--- src/hdl/vsoc_pkg.sv ---
// Shared types, constants and saturation helpers for the visual servo observer controller.
`timescale 1ns / 1ps
`default_nettype none
package vsoc_pkg;

    localparam int VALUE_BITS = 32;
    localparam int WB         = ((VALUE_BITS > 32) ? VALUE_BITS : 32) + 2;
    localparam int CW         = 20;               // multiplier coefficient bits
    localparam int CNT_W      = $clog2(CW);
    localparam int GAIN_BITS  = 12;
    localparam int CFG_BITS   = 60;
    localparam int FEAT_BITS  = 32;
    localparam int OUT_BITS   = 32;
    localparam int HG_BITS    = 16;
    localparam int SH_GAIN_N  = 6;
    localparam int SH_YAW_N   = 12;
    localparam int SH_DT_N    = 20;

    typedef logic signed [VALUE_BITS-1:0] val_t;
    typedef logic signed [VALUE_BITS:0]   tval_t;
    typedef logic signed [WB-1:0]         wide_t;
    typedef logic signed [FEAT_BITS-1:0]  feat_t;
    typedef logic signed [OUT_BITS-1:0]   out_t;

    localparam wide_t W_MAX = {{(WB-VALUE_BITS+1){1'b0}}, {(VALUE_BITS-1){1'b1}}};
    localparam wide_t W_MIN = {{(WB-VALUE_BITS+1){1'b1}}, {(VALUE_BITS-1){1'b0}}};
    localparam wide_t O_MAX = wide_t'(32'sh7fff_ffff);
    localparam wide_t O_MIN = wide_t'(32'sh8000_0000);
    localparam val_t  ONE_Q16   = val_t'(65536);
    localparam feat_t YAW_LIMIT = 32'sd26214;

    localparam logic CMD_FRAME   = 1'b0;
    localparam logic CMD_TIMEOUT = 1'b1;

    typedef enum logic [1:0] {
        REG_GAINS_X      = 2'd0,
        REG_GAINS_Y      = 2'd1,
        REG_GAINS_Z      = 2'd2,
        REG_HEADING_GAIN = 2'd3
    } reg_idx_t;

    typedef enum logic [1:0] {
        SH_GAIN,
        SH_YAW,
        SH_DT
    } shift_t;

    typedef struct packed {
        logic   start;
        shift_t sh;
    } mul_ctl_t;

    typedef enum logic [3:0] {
        ST_IDLE,
        ST_AXIS,
        ST_TILDE,
        ST_LTIL,
        ST_POS,
        ST_LD,
        ST_RATE,
        ST_ALPHA,
        ST_INTEG,
        ST_G1,
        ST_G2,
        ST_DRIVE,
        ST_YAW,
        ST_DONE
    } vsoc_state_t;

    function automatic val_t sat_w(wide_t x);
        val_t r;
        if (x > W_MAX) begin
            r = W_MAX[VALUE_BITS-1:0];
        end else if (x < W_MIN) begin
            r = W_MIN[VALUE_BITS-1:0];
        end else begin
            r = x[VALUE_BITS-1:0];
        end
        return r;
    endfunction

    function automatic wide_t ext_v(val_t v);
        return wide_t'(v);
    endfunction

    function automatic wide_t ext_f(feat_t f);
        return wide_t'(f);
    endfunction

    function automatic out_t out32(val_t v);
        wide_t w;
        out_t  r;
        w = wide_t'(v);
        if (w > O_MAX) begin
            r = O_MAX[OUT_BITS-1:0];
        end else if (w < O_MIN) begin
            r = O_MIN[OUT_BITS-1:0];
        end else begin
            r = w[OUT_BITS-1:0];
        end
        return r;
    endfunction

endpackage
`default_nettype wire

--- src/hdl/vsoc_mul.sv ---
// Bit-serial sign-magnitude multiplier with truncating shift and saturation.
`timescale 1ns / 1ps
`default_nettype none
module vsoc_mul (
    input  wire logic                       aclk,
    input  wire logic                       aresetn,
    input  wire vsoc_pkg::mul_ctl_t         ctl,
    input  wire vsoc_pkg::val_t             v,
    input  wire logic [vsoc_pkg::CW-1:0]    c,
    output logic                            done,
    output vsoc_pkg::val_t                  res
);

    localparam int VB = vsoc_pkg::VALUE_BITS;
    localparam int CW = vsoc_pkg::CW;

    logic                          busy_reg, fin_reg;
    logic [vsoc_pkg::CNT_W-1:0]    cnt_reg;
    logic                          neg_reg;
    vsoc_pkg::shift_t              sh_reg;
    logic [VB-1:0]                 m_reg, hi_reg;
    logic [CW-1:0]                 c_reg, lo_reg;
    logic [VB:0]                   sum;
    logic [VB-1:0]                 mag;
    logic                          last_step;
    logic [VB+CW-1:0]              prod, r;
    logic                          pos_ovf, neg_ovf;

    assign last_step = (cnt_reg == vsoc_pkg::CNT_W'(CW - 1));
    assign mag       = v[VB-1] ? (~v + 1'b1) : v;
    assign sum       = {1'b0, hi_reg} + (c_reg[0] ? {1'b0, m_reg} : '0);
    assign prod      = {hi_reg, lo_reg};

    always_comb begin
        case (sh_reg)
            vsoc_pkg::SH_GAIN: r = prod >> vsoc_pkg::SH_GAIN_N;
            vsoc_pkg::SH_YAW:  r = prod >> vsoc_pkg::SH_YAW_N;
            vsoc_pkg::SH_DT:   r = prod >> vsoc_pkg::SH_DT_N;
            default:           r = prod;
        endcase
        pos_ovf = |r[VB+CW-1:VB-1];
        neg_ovf = (|r[VB+CW-1:VB]) || (r[VB-1] && (|r[VB-2:0]));
        if (neg_reg) begin
            res = neg_ovf ? vsoc_pkg::W_MIN[VB-1:0] : -$signed(r[VB-1:0]);
        end else begin
            res = pos_ovf ? vsoc_pkg::W_MAX[VB-1:0] : $signed(r[VB-1:0]);
        end
    end

    assign done = fin_reg;

    always_ff @(posedge aclk) begin
        if (!aresetn) begin
            busy_reg <= 1'b0;
            fin_reg  <= 1'b0;
            cnt_reg  <= '0;
        end else begin
            fin_reg <= busy_reg && last_step;
            if (ctl.start) begin
                busy_reg <= 1'b1;
                cnt_reg  <= '0;
            end else if (busy_reg) begin
                cnt_reg <= cnt_reg + 1'b1;
                if (last_step) begin
                    busy_reg <= 1'b0;
                end
            end
        end
    end

    always_ff @(posedge aclk) begin
        if (ctl.start) begin
            neg_reg <= v[VB-1];
            m_reg   <= mag;
            c_reg   <= c;
            hi_reg  <= '0;
            lo_reg  <= '0;
            sh_reg  <= ctl.sh;
        end else if (busy_reg) begin
            hi_reg <= sum[VB:1];
            lo_reg <= {sum[0], lo_reg[CW-1:1]};
            c_reg  <= c_reg >> 1;
        end
    end

endmodule
`default_nettype wire

--- src/hdl/vsoc_seq.sv ---
// Sequencer and state for the three axis observers and the yaw setpoint.
`timescale 1ns / 1ps
`default_nettype none
module vsoc_seq (
    input  wire logic                              aclk,
    input  wire logic                              aresetn,
    input  wire logic                              start,
    input  wire logic                              cmd,
    input  wire vsoc_pkg::feat_t                   feature_x,
    input  wire vsoc_pkg::feat_t                   feature_y,
    input  wire vsoc_pkg::feat_t                   feature_z,
    input  wire vsoc_pkg::feat_t                   feature_yaw,
    input  wire logic [3:0]                        feature_valid,
    input  wire logic                              servo_enabled,
    input  wire logic [19:0]                       step_seconds,
    input  wire vsoc_pkg::feat_t                   heading_now,
    input  wire logic [vsoc_pkg::CFG_BITS-1:0]     gains_x,
    input  wire logic [vsoc_pkg::CFG_BITS-1:0]     gains_y,
    input  wire logic [vsoc_pkg::CFG_BITS-1:0]     gains_z,
    input  wire logic signed [vsoc_pkg::HG_BITS-1:0] heading_gain,
    input  wire logic                              out_free,
    output logic                                   idle,
    output logic                                   done,
    output vsoc_pkg::out_t                         pitch_cmd,
    output vsoc_pkg::out_t                         roll_cmd,
    output vsoc_pkg::out_t                         thrust_cmd,
    output vsoc_pkg::out_t                         yaw_cmd,
    output logic [3:0]                             setpoint_valid,
    output logic [2:0]                             observer_valid,
    output vsoc_pkg::mul_ctl_t                     mul_ctl,
    output vsoc_pkg::val_t                         mul_v,
    output logic [vsoc_pkg::CW-1:0]                mul_c,
    input  wire logic                              mul_done,
    input  wire vsoc_pkg::val_t                    mul_res
);

    vsoc_pkg::vsoc_state_t state_reg, state_next;
    logic [1:0]            ax_reg, ax_next;
    logic                  wait_reg, wait_next;
    logic                  frame_reg, frame_next;
    logic [2:0]            pend_reg, pend_next;

    vsoc_pkg::val_t pos_reg[3], pos_next[3];
    vsoc_pkg::val_t rate_reg[3], rate_next[3];
    vsoc_pkg::val_t integ_reg[3], integ_next[3];
    vsoc_pkg::val_t last_reg[4], last_next[4];

    vsoc_pkg::val_t  e_reg, e_next, tilde_reg, tilde_next, ltil_reg, ltil_next;
    vsoc_pkg::val_t  tmp_reg, tmp_next, al_reg, al_next;
    vsoc_pkg::tval_t term_reg, term_next;

    vsoc_pkg::feat_t fx_reg, fy_reg, fz_reg, fyaw_reg, head_reg;
    logic [3:0]      valid_reg;
    logic [19:0]     dt_reg;

    logic [vsoc_pkg::CFG_BITS-1:0] g;
    logic [vsoc_pkg::GAIN_BITS-1:0] gl, gld, ggam, gk, gal;
    logic                           roll, mul_state;
    vsoc_pkg::feat_t                f_sel, a_yaw;
    vsoc_pkg::val_t                 f_sat, e_calc, pos_cur, rate_cur, integ_cur, t_sat;
    vsoc_pkg::tval_t                d_sgn;
    logic signed [vsoc_pkg::HG_BITS:0] hg_w, hg_mag;
    vsoc_pkg::wide_t                yaw_add;

    always_comb begin
        case (ax_reg)
            2'd0:    begin g = gains_x; f_sel = fx_reg; end
            2'd1:    begin g = gains_y; f_sel = fy_reg; end
            default: begin g = gains_z; f_sel = fz_reg; end
        endcase
        gl   = g[11:0];
        gld  = g[23:12];
        ggam = g[35:24];
        gk   = g[47:36];
        gal  = g[59:48];
        roll = (ax_reg == 2'd1);
        f_sat  = vsoc_pkg::sat_w(vsoc_pkg::ext_f(f_sel));
        // height axis regulates towards a feature value of one
        e_calc = (ax_reg == 2'd2)
               ? vsoc_pkg::sat_w(vsoc_pkg::ext_v(f_sat) - vsoc_pkg::ext_v(vsoc_pkg::ONE_Q16))
               : f_sat;
        pos_cur   = pos_reg[ax_reg];
        rate_cur  = rate_reg[ax_reg];
        integ_cur = integ_reg[ax_reg];
        if (fyaw_reg > vsoc_pkg::YAW_LIMIT) begin
            a_yaw = vsoc_pkg::YAW_LIMIT;
        end else if (fyaw_reg < -vsoc_pkg::YAW_LIMIT) begin
            a_yaw = -vsoc_pkg::YAW_LIMIT;
        end else begin
            a_yaw = fyaw_reg;
        end
        hg_w   = {heading_gain[vsoc_pkg::HG_BITS-1], heading_gain};
        hg_mag = hg_w[vsoc_pkg::HG_BITS] ? -hg_w : hg_w;
        mul_state = state_reg inside {vsoc_pkg::ST_LTIL, vsoc_pkg::ST_POS, vsoc_pkg::ST_LD,
                                      vsoc_pkg::ST_RATE, vsoc_pkg::ST_ALPHA,
                                      vsoc_pkg::ST_INTEG, vsoc_pkg::ST_G1, vsoc_pkg::ST_G2,
                                      vsoc_pkg::ST_DRIVE, vsoc_pkg::ST_YAW};
    end

    always_comb begin
        state_next = state_reg;
        ax_next    = ax_reg;
        wait_next  = wait_reg;
        frame_next = frame_reg;
        pend_next  = pend_reg;
        pos_next   = pos_reg;
        rate_next  = rate_reg;
        integ_next = integ_reg;
        last_next  = last_reg;
        e_next     = e_reg;
        tilde_next = tilde_reg;
        ltil_next  = ltil_reg;
        tmp_next   = tmp_reg;
        al_next    = al_reg;
        term_next  = term_reg;
        mul_ctl    = '0;
        mul_v      = '0;
        mul_c      = '0;
        done       = 1'b0;
        t_sat      = '0;
        d_sgn      = '0;
        yaw_add    = '0;

        case (state_reg)
            vsoc_pkg::ST_IDLE: begin
                if (start) begin
                    ax_next = 2'd0;
                    if (cmd == vsoc_pkg::CMD_FRAME) begin
                        frame_next = 1'b1;
                        if (!servo_enabled) begin
                            pend_next = '1;
                        end
                        state_next = vsoc_pkg::ST_AXIS;
                    end else begin
                        frame_next = 1'b0;
                        state_next = vsoc_pkg::ST_DONE;
                    end
                end
            end
            vsoc_pkg::ST_AXIS: begin
                if (ax_reg == 2'd3) begin
                    if (valid_reg[3]) begin
                        state_next = vsoc_pkg::ST_YAW;
                    end else begin
                        last_next[3] = '0;
                        state_next   = vsoc_pkg::ST_DONE;
                    end
                end else if (valid_reg[ax_reg]) begin
                    e_next     = e_calc;
                    state_next = vsoc_pkg::ST_TILDE;
                end else begin
                    integ_next[ax_reg] = '0;
                    last_next[ax_reg]  = '0;
                    ax_next            = ax_reg + 2'd1;
                end
            end
            vsoc_pkg::ST_TILDE: begin
                tilde_next = vsoc_pkg::sat_w(vsoc_pkg::ext_v(e_reg) - vsoc_pkg::ext_v(pos_cur));
                state_next = vsoc_pkg::ST_LTIL;
            end
            vsoc_pkg::ST_LTIL: begin
                mul_v = tilde_reg;
                mul_c = vsoc_pkg::CW'(gl);
                mul_ctl.sh = vsoc_pkg::SH_GAIN;
                if (mul_done) begin
                    ltil_next  = mul_res;
                    state_next = vsoc_pkg::ST_POS;
                end
            end
            vsoc_pkg::ST_POS: begin
                mul_v = vsoc_pkg::sat_w(vsoc_pkg::ext_v(ltil_reg) - vsoc_pkg::ext_v(rate_cur));
                mul_c = dt_reg;
                mul_ctl.sh = vsoc_pkg::SH_DT;
                if (mul_done) begin
                    pos_next[ax_reg] = vsoc_pkg::sat_w(vsoc_pkg::ext_v(pos_cur)
                                                       + vsoc_pkg::ext_v(mul_res));
                    state_next = vsoc_pkg::ST_LD;
                end
            end
            vsoc_pkg::ST_LD: begin
                mul_v = ltil_reg;
                mul_c = vsoc_pkg::CW'(gld);
                mul_ctl.sh = vsoc_pkg::SH_GAIN;
                if (mul_done) begin
                    tmp_next   = mul_res;
                    state_next = vsoc_pkg::ST_RATE;
                end
            end
            vsoc_pkg::ST_RATE: begin
                mul_v = tmp_reg;
                mul_c = dt_reg;
                mul_ctl.sh = vsoc_pkg::SH_DT;
                if (mul_done) begin
                    rate_next[ax_reg] = vsoc_pkg::sat_w(vsoc_pkg::ext_v(rate_cur)
                                                        - vsoc_pkg::ext_v(mul_res));
                    state_next = vsoc_pkg::ST_ALPHA;
                end
            end
            vsoc_pkg::ST_ALPHA: begin
                mul_v = e_reg;
                mul_c = vsoc_pkg::CW'(gal);
                mul_ctl.sh = vsoc_pkg::SH_GAIN;
                if (mul_done) begin
                    al_next = mul_res;
                    if (pend_reg[ax_reg]) begin
                        // first frame after a restart: integral and its term start at zero
                        integ_next[ax_reg] = '0;
                        term_next          = '0;
                        pend_next[ax_reg]  = 1'b0;
                        state_next         = vsoc_pkg::ST_DRIVE;
                    end else begin
                        state_next = vsoc_pkg::ST_INTEG;
                    end
                end
            end
            vsoc_pkg::ST_INTEG: begin
                mul_v = al_reg;
                mul_c = dt_reg;
                mul_ctl.sh = vsoc_pkg::SH_DT;
                if (mul_done) begin
                    integ_next[ax_reg] = vsoc_pkg::sat_w(vsoc_pkg::ext_v(integ_cur)
                                                         + vsoc_pkg::ext_v(mul_res));
                    state_next = vsoc_pkg::ST_G1;
                end
            end
            vsoc_pkg::ST_G1: begin
                mul_v = e_reg;
                mul_c = vsoc_pkg::CW'(ggam);
                mul_ctl.sh = vsoc_pkg::SH_GAIN;
                if (mul_done) begin
                    tmp_next   = mul_res;
                    state_next = vsoc_pkg::ST_G2;
                end
            end
            vsoc_pkg::ST_G2: begin
                mul_v = integ_cur;
                mul_c = vsoc_pkg::CW'(ggam);
                mul_ctl.sh = vsoc_pkg::SH_GAIN;
                if (mul_done) begin
                    t_sat = vsoc_pkg::sat_w(vsoc_pkg::ext_v(tmp_reg) + vsoc_pkg::ext_v(mul_res));
                    term_next  = roll ? vsoc_pkg::tval_t'(t_sat) : -vsoc_pkg::tval_t'(t_sat);
                    state_next = vsoc_pkg::ST_DRIVE;
                end
            end
            vsoc_pkg::ST_DRIVE: begin
                mul_v = vsoc_pkg::sat_w(vsoc_pkg::ext_v(rate_cur) - vsoc_pkg::ext_v(al_reg));
                mul_c = vsoc_pkg::CW'(gk);
                mul_ctl.sh = vsoc_pkg::SH_GAIN;
                if (mul_done) begin
                    d_sgn = roll ? -vsoc_pkg::tval_t'(mul_res) : vsoc_pkg::tval_t'(mul_res);
                    last_next[ax_reg] = vsoc_pkg::sat_w(vsoc_pkg::wide_t'(d_sgn)
                                                        + vsoc_pkg::wide_t'(term_reg));
                    ax_next    = ax_reg + 2'd1;
                    state_next = vsoc_pkg::ST_AXIS;
                end
            end
            vsoc_pkg::ST_YAW: begin
                mul_v = vsoc_pkg::val_t'(a_yaw);
                mul_c = vsoc_pkg::CW'(unsigned'(hg_mag));
                mul_ctl.sh = vsoc_pkg::SH_YAW;
                if (mul_done) begin
                    yaw_add = heading_gain[vsoc_pkg::HG_BITS-1] ? -vsoc_pkg::ext_v(mul_res)
                                                                : vsoc_pkg::ext_v(mul_res);
                    last_next[3] = vsoc_pkg::sat_w(
                        vsoc_pkg::ext_v(vsoc_pkg::sat_w(vsoc_pkg::ext_f(head_reg))) + yaw_add);
                    state_next = vsoc_pkg::ST_DONE;
                end
            end
            vsoc_pkg::ST_DONE: begin
                done = 1'b1;
                if (out_free) begin
                    state_next = vsoc_pkg::ST_IDLE;
                end
            end
            default: begin
                state_next = vsoc_pkg::ST_IDLE;
            end
        endcase

        if (mul_state) begin
            if (!wait_reg) begin
                mul_ctl.start = 1'b1;
                wait_next     = 1'b1;
            end else if (mul_done) begin
                wait_next = 1'b0;
            end
        end
    end

    assign idle           = (state_reg == vsoc_pkg::ST_IDLE);
    assign pitch_cmd      = vsoc_pkg::out32(last_reg[0]);
    assign roll_cmd       = vsoc_pkg::out32(last_reg[1]);
    assign thrust_cmd     = vsoc_pkg::out32(last_reg[2]);
    assign yaw_cmd        = vsoc_pkg::out32(last_reg[3]);
    assign setpoint_valid = frame_reg ? {valid_reg[3], valid_reg[2], valid_reg[0], valid_reg[1]}
                                      : 4'd0;
    assign observer_valid = (frame_reg && valid_reg[2]) ? {1'b1, valid_reg[0], valid_reg[1]}
                                                        : 3'd0;

    always_ff @(posedge aclk) begin
        if (!aresetn) begin
            state_reg <= vsoc_pkg::ST_IDLE;
            ax_reg    <= '0;
            wait_reg  <= 1'b0;
            frame_reg <= 1'b0;
            pend_reg  <= '1;
            for (int i = 0; i < 3; i++) begin
                pos_reg[i]   <= '0;
                rate_reg[i]  <= '0;
                integ_reg[i] <= '0;
            end
            for (int i = 0; i < 4; i++) begin
                last_reg[i] <= '0;
            end
        end else begin
            state_reg <= state_next;
            ax_reg    <= ax_next;
            wait_reg  <= wait_next;
            frame_reg <= frame_next;
            pend_reg  <= pend_next;
            pos_reg   <= pos_next;
            rate_reg  <= rate_next;
            integ_reg <= integ_next;
            last_reg  <= last_next;
        end
    end

    always_ff @(posedge aclk) begin
        e_reg     <= e_next;
        tilde_reg <= tilde_next;
        ltil_reg  <= ltil_next;
        tmp_reg   <= tmp_next;
        al_reg    <= al_next;
        term_reg  <= term_next;
        if (idle && start) begin
            fx_reg    <= feature_x;
            fy_reg    <= feature_y;
            fz_reg    <= feature_z;
            fyaw_reg  <= feature_yaw;
            head_reg  <= heading_now;
            valid_reg <= feature_valid;
            dt_reg    <= step_seconds;
        end
    end

    a_mul_done_in_step: assert property (@(posedge aclk) disable iff (!aresetn)
        mul_done |-> mul_state && wait_reg)
        else $error("multiplier finished outside a multiply step");

    a_single_start: assert property (@(posedge aclk) disable iff (!aresetn)
        mul_ctl.start |=> !mul_ctl.start)
        else $error("multiplier restarted while busy");

    a_timeout_masks: assert property (@(posedge aclk) disable iff (!aresetn)
        (done && !frame_reg) |-> (setpoint_valid == 4'd0 && observer_valid == 3'd0))
        else $error("timeout result carries valid bits");

    a_z_gates_obs: assert property (@(posedge aclk) disable iff (!aresetn)
        (observer_valid != 3'd0) |-> observer_valid[2])
        else $error("observer mask set without height observer");

endmodule
`default_nettype wire

--- src/hdl/visual_servo_observer_controller.sv ---
// Top level: configuration registers, input/output handshakes, sequencer and multiplier.
`timescale 1ns / 1ps
`default_nettype none
// Sequence: a timeout tick goes straight to the done state; a frame tick visits each axis
//   in turn, skipping an invalid one, and runs 6 multiplies per valid axis on a restart
//   frame and 9 otherwise, then one yaw multiply if yaw is valid. The result is loaded
//   into the output register once that register is free.
// Flow: one item at a time; the bit-serial multiplier, shared by all axes and yaw,
//   works through 20 coefficient bits per multiply.
// Reset (aresetn low, synchronous): gains, heading gain, observers, integrals and last
//   setpoints go to zero and every axis is marked to restart its integral.
module visual_servo_observer_controller (
    input  wire logic                                aclk,
    input  wire logic                                aresetn,
    // configuration writes
    input  wire logic                                cfg_wr_en,
    input  wire logic [1:0]                          cfg_index,
    input  wire logic [vsoc_pkg::CFG_BITS-1:0]       cfg_wr_data,
    // input channel
    input  wire logic                                s_valid,
    output logic                                     s_ready,
    input  wire logic                                s_cmd,
    input  wire logic signed [31:0]                  s_feature_x,
    input  wire logic signed [31:0]                  s_feature_y,
    input  wire logic signed [31:0]                  s_feature_z,
    input  wire logic signed [31:0]                  s_feature_yaw,
    input  wire logic [3:0]                          s_feature_valid,
    input  wire logic                                s_servo_enabled,
    input  wire logic [19:0]                         s_step_seconds,
    input  wire logic signed [31:0]                  s_heading_now,
    // result channel
    output logic                                     m_valid,
    input  wire logic                                m_ready,
    output logic signed [31:0]                       m_pitch_cmd,
    output logic signed [31:0]                       m_roll_cmd,
    output logic signed [31:0]                       m_thrust_cmd,
    output logic signed [31:0]                       m_yaw_cmd,
    output logic [3:0]                               m_setpoint_valid,
    output logic [2:0]                               m_observer_valid
);

    logic [vsoc_pkg::CFG_BITS-1:0]        gains_x_reg, gains_y_reg, gains_z_reg;
    logic signed [vsoc_pkg::HG_BITS-1:0]  hg_reg;

    logic               m_valid_reg;
    vsoc_pkg::out_t     pitch_reg, roll_reg, thrust_reg, yaw_reg;
    logic [3:0]         sp_reg;
    logic [2:0]         ob_reg;

    logic               seq_idle, seq_done, out_free;
    vsoc_pkg::out_t     seq_pitch, seq_roll, seq_thrust, seq_yaw;
    logic [3:0]         seq_sp;
    logic [2:0]         seq_ob;

    vsoc_pkg::mul_ctl_t          mul_ctl;
    vsoc_pkg::val_t              mul_v, mul_res;
    logic [vsoc_pkg::CW-1:0]     mul_c;
    logic                        mul_done;

    // register writes land straight away; software must write only while the block is idle (not enforced here)
    always_ff @(posedge aclk) begin
        if (!aresetn) begin
            gains_x_reg <= '0;
            gains_y_reg <= '0;
            gains_z_reg <= '0;
            hg_reg      <= '0;
        end else if (cfg_wr_en) begin
            case (vsoc_pkg::reg_idx_t'(cfg_index))
                vsoc_pkg::REG_GAINS_X:      gains_x_reg <= cfg_wr_data;
                vsoc_pkg::REG_GAINS_Y:      gains_y_reg <= cfg_wr_data;
                vsoc_pkg::REG_GAINS_Z:      gains_z_reg <= cfg_wr_data;
                vsoc_pkg::REG_HEADING_GAIN: hg_reg <= cfg_wr_data[vsoc_pkg::HG_BITS-1:0];
                default:                    hg_reg <= hg_reg;
            endcase
        end
    end

    // input transfer only when the sequencer is idle; the output register keeps the
    // previous result so a new item may start while it waits to be taken
    assign s_ready  = seq_idle;
    assign out_free = !m_valid_reg || m_ready;

    vsoc_seq u_seq (
        .aclk           (aclk),
        .aresetn        (aresetn),
        .start          (s_valid && s_ready),
        .cmd            (s_cmd),
        .feature_x      (s_feature_x),
        .feature_y      (s_feature_y),
        .feature_z      (s_feature_z),
        .feature_yaw    (s_feature_yaw),
        .feature_valid  (s_feature_valid),
        .servo_enabled  (s_servo_enabled),
        .step_seconds   (s_step_seconds),
        .heading_now    (s_heading_now),
        .gains_x        (gains_x_reg),
        .gains_y        (gains_y_reg),
        .gains_z        (gains_z_reg),
        .heading_gain   (hg_reg),
        .out_free       (out_free),
        .idle           (seq_idle),
        .done           (seq_done),
        .pitch_cmd      (seq_pitch),
        .roll_cmd       (seq_roll),
        .thrust_cmd     (seq_thrust),
        .yaw_cmd        (seq_yaw),
        .setpoint_valid (seq_sp),
        .observer_valid (seq_ob),
        .mul_ctl        (mul_ctl),
        .mul_v          (mul_v),
        .mul_c          (mul_c),
        .mul_done       (mul_done),
        .mul_res        (mul_res)
    );

    vsoc_mul u_mul (
        .aclk    (aclk),
        .aresetn (aresetn),
        .ctl     (mul_ctl),
        .v       (mul_v),
        .c       (mul_c),
        .done    (mul_done),
        .res     (mul_res)
    );

    // result register
    always_ff @(posedge aclk) begin
        if (!aresetn) begin
            m_valid_reg <= 1'b0;
        end else if (seq_done && out_free) begin
            m_valid_reg <= 1'b1;
        end else if (m_ready) begin
            m_valid_reg <= 1'b0;
        end
    end

    always_ff @(posedge aclk) begin
        if (seq_done && out_free) begin
            pitch_reg  <= seq_pitch;
            roll_reg   <= seq_roll;
            thrust_reg <= seq_thrust;
            yaw_reg    <= seq_yaw;
            sp_reg     <= seq_sp;
            ob_reg     <= seq_ob;
        end
    end

    assign m_valid          = m_valid_reg;
    assign m_pitch_cmd      = pitch_reg;
    assign m_roll_cmd       = roll_reg;
    assign m_thrust_cmd     = thrust_reg;
    assign m_yaw_cmd        = yaw_reg;
    assign m_setpoint_valid = sp_reg;
    assign m_observer_valid = ob_reg;

endmodule
`default_nettype wire
--- config.mk ---
export PLATFORM = sky130hd
export DESIGN_NAME = visual_servo_observer_controller
export DESIGN_NICKNAME = d
export VERILOG_FILES = /design/src/hdl/vsoc_pkg.sv /design/src/hdl/vsoc_mul.sv /design/src/hdl/vsoc_seq.sv /design/src/hdl/visual_servo_observer_controller.sv
export SDC_FILE = /design/constraint.sdc
export NUM_CORES = 2
export LEC_CHECK = 0
export BUFFER_PORTS_ARGS = -buffer_cell sky130_fd_sc_hd__buf_2
export CORE_MARGIN = 2
export CORE_UTILIZATION = 35
export DETAILED_ROUTE_END_ITERATION = 10
export PLACE_DENSITY = 0.62
export SLEW_MARGIN = 30
export SYNTH_ARGS = -nofsm -noshare
export SYNTH_HDL_FRONTEND = slang
export SYNTH_HIERARCHICAL = 1
export SYNTH_SLANG_ARGS = --single-unit
--- constraint.sdc ---
create_clock -name aclk -period 11.75 [get_ports aclk]
set_input_delay 0.5875 -clock aclk [delete_from_list [all_inputs] [get_ports aclk]]
set_output_delay 0.5875 -clock aclk [all_outputs]
set_load 0.01 [all_outputs]
# Word level (Yosys, flattened, before mapping)
# Index checks and enable logic that the tools add are counted.
[totals]
out_inout_bits = 137
input_bits = 253
word_cells = 351
reg_bits = 1250
[op_classes]
reduce_logical = 50
addsub = 19
n_eq_ne = 42
n_bitwise = 10
n_mux = 139
order_cmp = 38
[ops]
columns = ["op", "n"]
rows = [
  ["$mux W32", 56],
  ["$mux W96", 6],
  ["$gt A34 B32 Y1 const B", 10],
  ["$lt A34 B32 Y1 const B", 10],
  ["$bwmux W96", 3],
  ["$pmux W32 S9", 1],
  ["$pmux W96 S3", 1],
  ["$mux W128", 2],
  ["$bmux W32 S2", 3],
  ["$gt A32 B32 Y1 const B", 6],
  ["$lt A32 B32 Y1 const B", 6],
  ["$pmux W96 S2", 1],
  ["$mux W33", 5],
  ["$pmux W52 S3", 1],
  ["$pmux W20 S7", 1],
  ["$sub A32 B32 Y33", 4],
  ["$and A128 B128 Y128", 1],
  ["$bwmux W128", 1],
  ["$not A128 Y128", 1],
  ["$pmux W60 S2", 1],
  ["$add A32 B32 Y33", 3],
  ["$and A96 B96 Y96", 1],
  ["$not A96 Y96", 1],
  ["$pmux W32 S3", 1],
  ["70 further kinds", 172],
]

# Depth between registers and ports, before layout
[logic_depth]
word_depth = 18
ltp_mapped = 40
mapped_depth_nobuf = 34

# Modules after synthesis
# The synthesis kept the hierarchy.
[by_module_without_submodules]
columns = ["module", "area_per_inst_um2", "instances", "cells_per_inst", "seq_area_each_um2"]
rows = [
  ["vsoc_seq", 52529.1, 1, 6247, 19869.1],
  ["visual_servo_observer_controller", 11360.9, 1, 844, 7997.7],
  ["vsoc_mul", 8343.0, 1, 881, 2832.7],
]

# Worst setup path after synthesis
# OpenSTA, ideal clock, no wires.
[synth_path]
path_type = "register -> register"
from = "register u_mul.sh_reg[1]"
to = "register u_seq.term_reg[32], data pin"
stages_incl_launch_ff = 34
period_less_slack_ps = 8401
path_buffers = 6
t_required_ps = 11482
arrival_ps = 8133
slack_ps = 3349
cell_sequence = "edfxtp_1 buf_1 buf_1 mux4_2 inv_1 ha_1 inv_1 a211oi_4 nand2_2 nor4_4 a31oi_4 and2_4 buf_6 a311oi_1 ha_1 o211a_1 o31a_1 clkbuf_1 o21ba_2 o311a_1 nor3_1 a21o_1 clkbuf_1 nor2_1 clkbuf_1 o21ai_0 ha_1 inv_1 a2111oi_0 a211o_1 and4bb_1 o21ai_1 o31ai_1 o31ai_1"
[synth_between]
elab_chain_len = 17
word_cells_on_any_way = 24
[synth_lines]
columns = ["item", "line_no", "text"]
rows = [
  ["start: declaration", "vsoc_mul.sv:20", "vsoc_pkg::shift_t sh_reg;"],
  ["start signal: assignment", "vsoc_mul.sv:78", "sh_reg <= ctl.sh;"],
  ["$eq A2 B2 Y1, or another cell as far along", "vsoc_mul.sv:35", "case (sh_reg)"],
  ["$pmux W52 S3 *", "vsoc_mul.sv:35", ""],
  ["branches (longest 4 deep; another with $neg A32 Y32)", "--", ""],
  ["$mux W32 *", "vsoc_mul.sv:43", "if (neg_reg) begin"],
  ["net mul_res[3]", "visual_servo_observer_controller.sv:56", "vsoc_pkg::val_t mul_v, mul_res;"],
  ["$add A32 B32 Y33 *", "vsoc_seq.sv:240", "t_sat = vsoc_pkg::sat_w(vsoc_pkg::ext_v(tmp_reg) + vsoc_pkg::ext_v(mul_res));"],
  ["$lt A34 B32 Y1", "vsoc_pkg.sv:74", "end else if (x < W_MIN) begin"],
  ["$mux W32", "vsoc_pkg.sv:74", ""],
  ["$mux W32 *", "vsoc_pkg.sv:72", "if (x > W_MAX) begin"],
  ["$mux W32 *", "vsoc_seq.sv:239", "if (mul_done) begin"],
  ["$mux W32 *", "vsoc_seq.sv:124", "case (state_reg)"],
  ["$neg A32 Y33", "vsoc_seq.sv:241", "term_next = roll ? vsoc_pkg::tval_t'(t_sat) : -vsoc_pkg::tval_t'(t_sat);"],
  ["$mux W33 *", "vsoc_seq.sv:241", ""],
  ["$mux W33 *", "vsoc_seq.sv:239", ""],
  ["$pmux W33 S2 *", "vsoc_seq.sv:124", ""],
  ["end signal: assignment", "vsoc_seq.sv:334", "term_reg <= term_next;"],
  ["end: declaration", "vsoc_seq.sv:50", "vsoc_pkg::tval_t term_reg, term_next;"],
]
# Mark *: on every way through the listed nets, which the timed path passes. The select of a mux whose other input is x is not followed.
# A chain may end at the register's enable or synchronous reset.

# Worst setup path in the final report
[layout_path]
from = "register u_mul.sh_reg[0]"
to = "register u_seq.term_reg[32], data pin"
# Same word-level chain as after synthesis.

==> results.py <==
metrics = {
    "status": {
        "status": "finished clean",
    },
    "yosys": {
        "synth_fa_ha_area_share_pct": 6.40,
        "yosysTopAreaCellShare_pct": 23.6,
        "synth_compound_area_share_pct": 20.9,
        "async_flop_share_pct": 0,
        "ys_seq_area_share_pct": 42.5,
        "syn_nets": 8569,
        "synthTopCellsByArea": "edfxtp_1 (24%), dfxtp_1 (19%), ha_1 (5.8%)",
        "ys_types": 115,
        "synth.area.mux_share_pct": 6.12,
        "yosysWarnings": 6,
        "synth_top_family_by_area": "compound AO/OA/AOI/OAI gates",
        "syn_inst": 7972,
        "synthXorXnorAreaFrac_pct": 4.72,
        "yosysTopAreaCell": "edfxtp_1",
        "synth_ff_type": "dfxtp_1",
        "yosys.area_share.simple_pct": 14.7,
        "synth_edf_count": 567,
        "synth_area_um2": 72200,
        "syn_area_per_cell_um2": 9.06,
        "ys_ff_latch": 1250,
    },
    "sta": {
        "clock_skew_ns": 0.0626,
        "drv_slew": 0,
        "finalCriticalPeriod_ns": 10.35,
        "setup_viol": 0,
        "finalHoldViolations": 0,
        "timing.hold.ws_ns": 0.0588,
        "relSlewSlack_pct": 27.4,
        "worstMarginPinSlew_ns": 1.08,
        "tns_ns": 0,
        "finalWorstSetupSlack_ns": 1.40,
        "rsz0062_at_grt": "false",
        "max_freq_mhz": 96.6,
        "post-route-period-util_pct": 88.1,
    },
    "hold_path": {
        "worstHoldStart": "cfg_wr_data[17]",
        "hp-class": "input port to flop",
    },
    "routing": {
        "routed_wirelength_um": 279000,
        "ant_nets": 0,
        "first_iter_violations": 7504,
        "wl_per_cell_um": 25.2,
        "vias": 64300,
        "via_per_inst": 5.80,
        "drc": 0,
        "drtPass1Iterations": 8,
    },
    "placed_design": {
        "pre_cts_slack_ns": 1.52,
        "place_area_um2": 76700,
        "place_hpwl_um": 207000,
        "place.gp.congestion": 1.04,
        "port_buffers": 389,
    },
    "final_layout": {
        "layout-drive-gt1-share_pct": 11.4,
        "largest_reg_flops": 128,
        "fin_area_um2": 83600,
        "area_delta_synth_final_pct": 15.7,
        "layout_common_cells": "nand2_1 (1044), dfxtp_1 (679), o21ai_0 (669), a21oi_1 (656), edfxtp_1 (567)",
        "final_nets": 8865,
        "final_common_cell": "nand2_1",
    },
    "floorplanning": {
        "core_um2": 205000,
        "die_h_um": 458,
        "die_w_um": 458,
        "rows": 166,
        "initial_utilization_pct": 35.3,
        "pin_count": 390,
        "dieArea_um2": 210000,
    },
    "clock_tree": {
        "cts.sinks": 1250,
        "clk_pin_slew_ns": 0.06,
        "numCtsBuffers": 145,
        "clockBufferDepth": 3,
        "cts-root-buf": "clkbuf_16",
        "cts_resized": 0,
        "clk_latency_ns": 0.84,
        "htreeDepth": 4,
        "cts_tree": "yes",
    },
    "setup_path": {
        "crit_arrival_ns": 10.91,
        "cp_max_fo": 24,
        "crit_start": "u_mul/sh_reg[0]",
        "cp-end-kind": "flop",
        "start_kind": "flop",
        "reg2reg_from": "u_mul/sh_reg[0]",
        "cp.required_ns": 12.31,
        "crit_type": "flop to flop",
    },
    "power_and_ir_drop": {
        "switching_share_pct": 52.4,
        "clkPwrFrac_pct": 16.1,
        "p_leak_nw": 33.5,
        "power.density_nw_per_um2": 344,
        "p_seq_share_pct": 20.5,
        "p_int_mw": 13.7,
        "ir_drop_mv": 0.350,
        "p_switching_mw": 15.1,
        "combPwrFrac_pct": 63.4,
    },
    "global_routing": {
        "grt_pass1_wl_um": 402000,
        "grt_max_degree": 208,
        "antenna_found_initial": 26,
        "grt_pass1_vias": 60200,
        "gr-total-overflow": 0,
        "grtUsageTotal_pct": 25.5,
    },
    "job": {
        "maxCapViolations": 0,
    },
}
## layout make-up
cell class	count	area, µm²
fillers	19900	121000
multi-input cells	5887	38600
flip-flops and latches	1250	30700
repair buffers	713	4970
clock buffers	204	4060
well taps	2688	3360
inverters	271	1020
clock inverters	65	862
diodes	6	15.0
## path summary, 6_finish.rpt
| path | slack [ns] | end | depth (start not counted) |
|---|---|---|---|
| setup reg to reg | 1.40 | u_seq/term_reg[32] | 27 |
| hold reg to reg | 0.43 | m_roll_cmd[9] | 0 |
| setup / recovery | 1.40 | u_seq/term_reg[32] | 27 |
| hold / removal | 0.06 | gains_x_reg[17] | 3 |
## power by group through the flow
stage                     logic [mW]  registers, mW  clock network (mW)
after floorplan                 11.2           5.73                   0
after global placement          17.5           5.98                   0
after detailed placement        17.5           5.98                   0
after CTS                       17.7           5.90                4.71
after global routing            19.2           5.94                4.89
final                           18.2           5.90                4.64
## stage by stage
| stage | cells | power (mW) | utilization, % |
|---|---|---|---|
| global placement | 10600 | 23.5 | 37.4 |
| finish | 11100 | 28.8 | 40.8 |
| global route | 11100 | 30.0 | 40.8 |
| floorplan | 7972 | 16.9 | - |
| detailed placement | 10600 | 23.5 | 37.5 |
| CTS | 11100 | 28.3 | 40.8 |
## cell families after synthesis
group | count (synthesis)
buffers and inverters | 835
adders and majority gates | 368
DFF | 1250
muxes | 399
AOI/OAI and AO/OA | 2395
xor gates and xnor gates | 389
and+or+nand+nor | 2336
## critical path, cell delays in order, from the launching register on
cell       delay, ns
edfxtp_1        0.62
buf_4           0.39
buf_4           0.32
mux4_2          0.59
nor4_1          0.50
or2b_1          0.31
nor4_4          0.53
a31oi_4         0.31
and2_4          0.40
a311oi_2        0.67
ha_1            0.34
o211ai_1        0.13
o21ai_1         0.68
a21oi_1         0.31
a2111oi_1       0.80
o21a_1          0.25
nor2_1          0.17
xnor2_1         0.46
nor2_1          0.10
o21ai_0         0.27
ha_1            0.30
inv_1           0.10
a2111oi_0       0.32
a211o_1         0.38
and4bb_1        0.37
o21ai_1         0.10
o31ai_1         0.22
o31ai_1         0.11
## synth_stat cells (19+ instances only)
| cell type | count |
|---|---|
| o31ai_1 | 50 |
| or2_2 | 25 |
| a211oi_1 | 55 |
| o21a_1 | 41 |
| a22oi_1 | 90 |
| maj3_1 | 24 |
| and2_1 | 78 |
| buf_6 | 24 |
| a22o_1 | 111 |
| o21bai_1 | 52 |
| a221oi_1 | 43 |
| nor4_1 | 32 |
| or3_1 | 53 |
| nand2b_1 | 62 |
| dfxtp_1 | 683 |
| clkbuf_1 | 455 |
| nand4_1 | 50 |
| nand2_1 | 1046 |
| o21ai_0 | 671 |
| nor3_1 | 130 |
| mux2_2 | 22 |
| a21oi_1 | 658 |
| nor2b_1 | 48 |
| nand3_1 | 165 |
| nor2_1 | 494 |
| mux4_2 | 29 |
| o211ai_1 | 115 |
| xor2_1 | 119 |
| a311oi_1 | 19 |
| a31oi_1 | 59 |
| xnor2_1 | 270 |
| a21o_1 | 182 |
| mux2i_1 | 345 |
| o22ai_1 | 43 |
| and3_1 | 53 |
| buf_1 | 42 |
| ha_1 | 334 |
| edfxtp_1 | 567 |
| inv_1 | 267 |
| buf_2 | 37 |
## routing by layer
metal	track usage [%]	up-vias	wire, µm
met3	4.65	520	23600
met1	34.2	31300	118000
met5	0	-	45
li1	-	29500	-
met2	39.2	3036	123000
met4	12.7	8	14900
## timing repair
action                    CTS  global route
setup buffers               0             0
hold buffers              184             0
hold endpoints to repair  184             0
No activity file was read; power rests on OpenSTA's default activity.
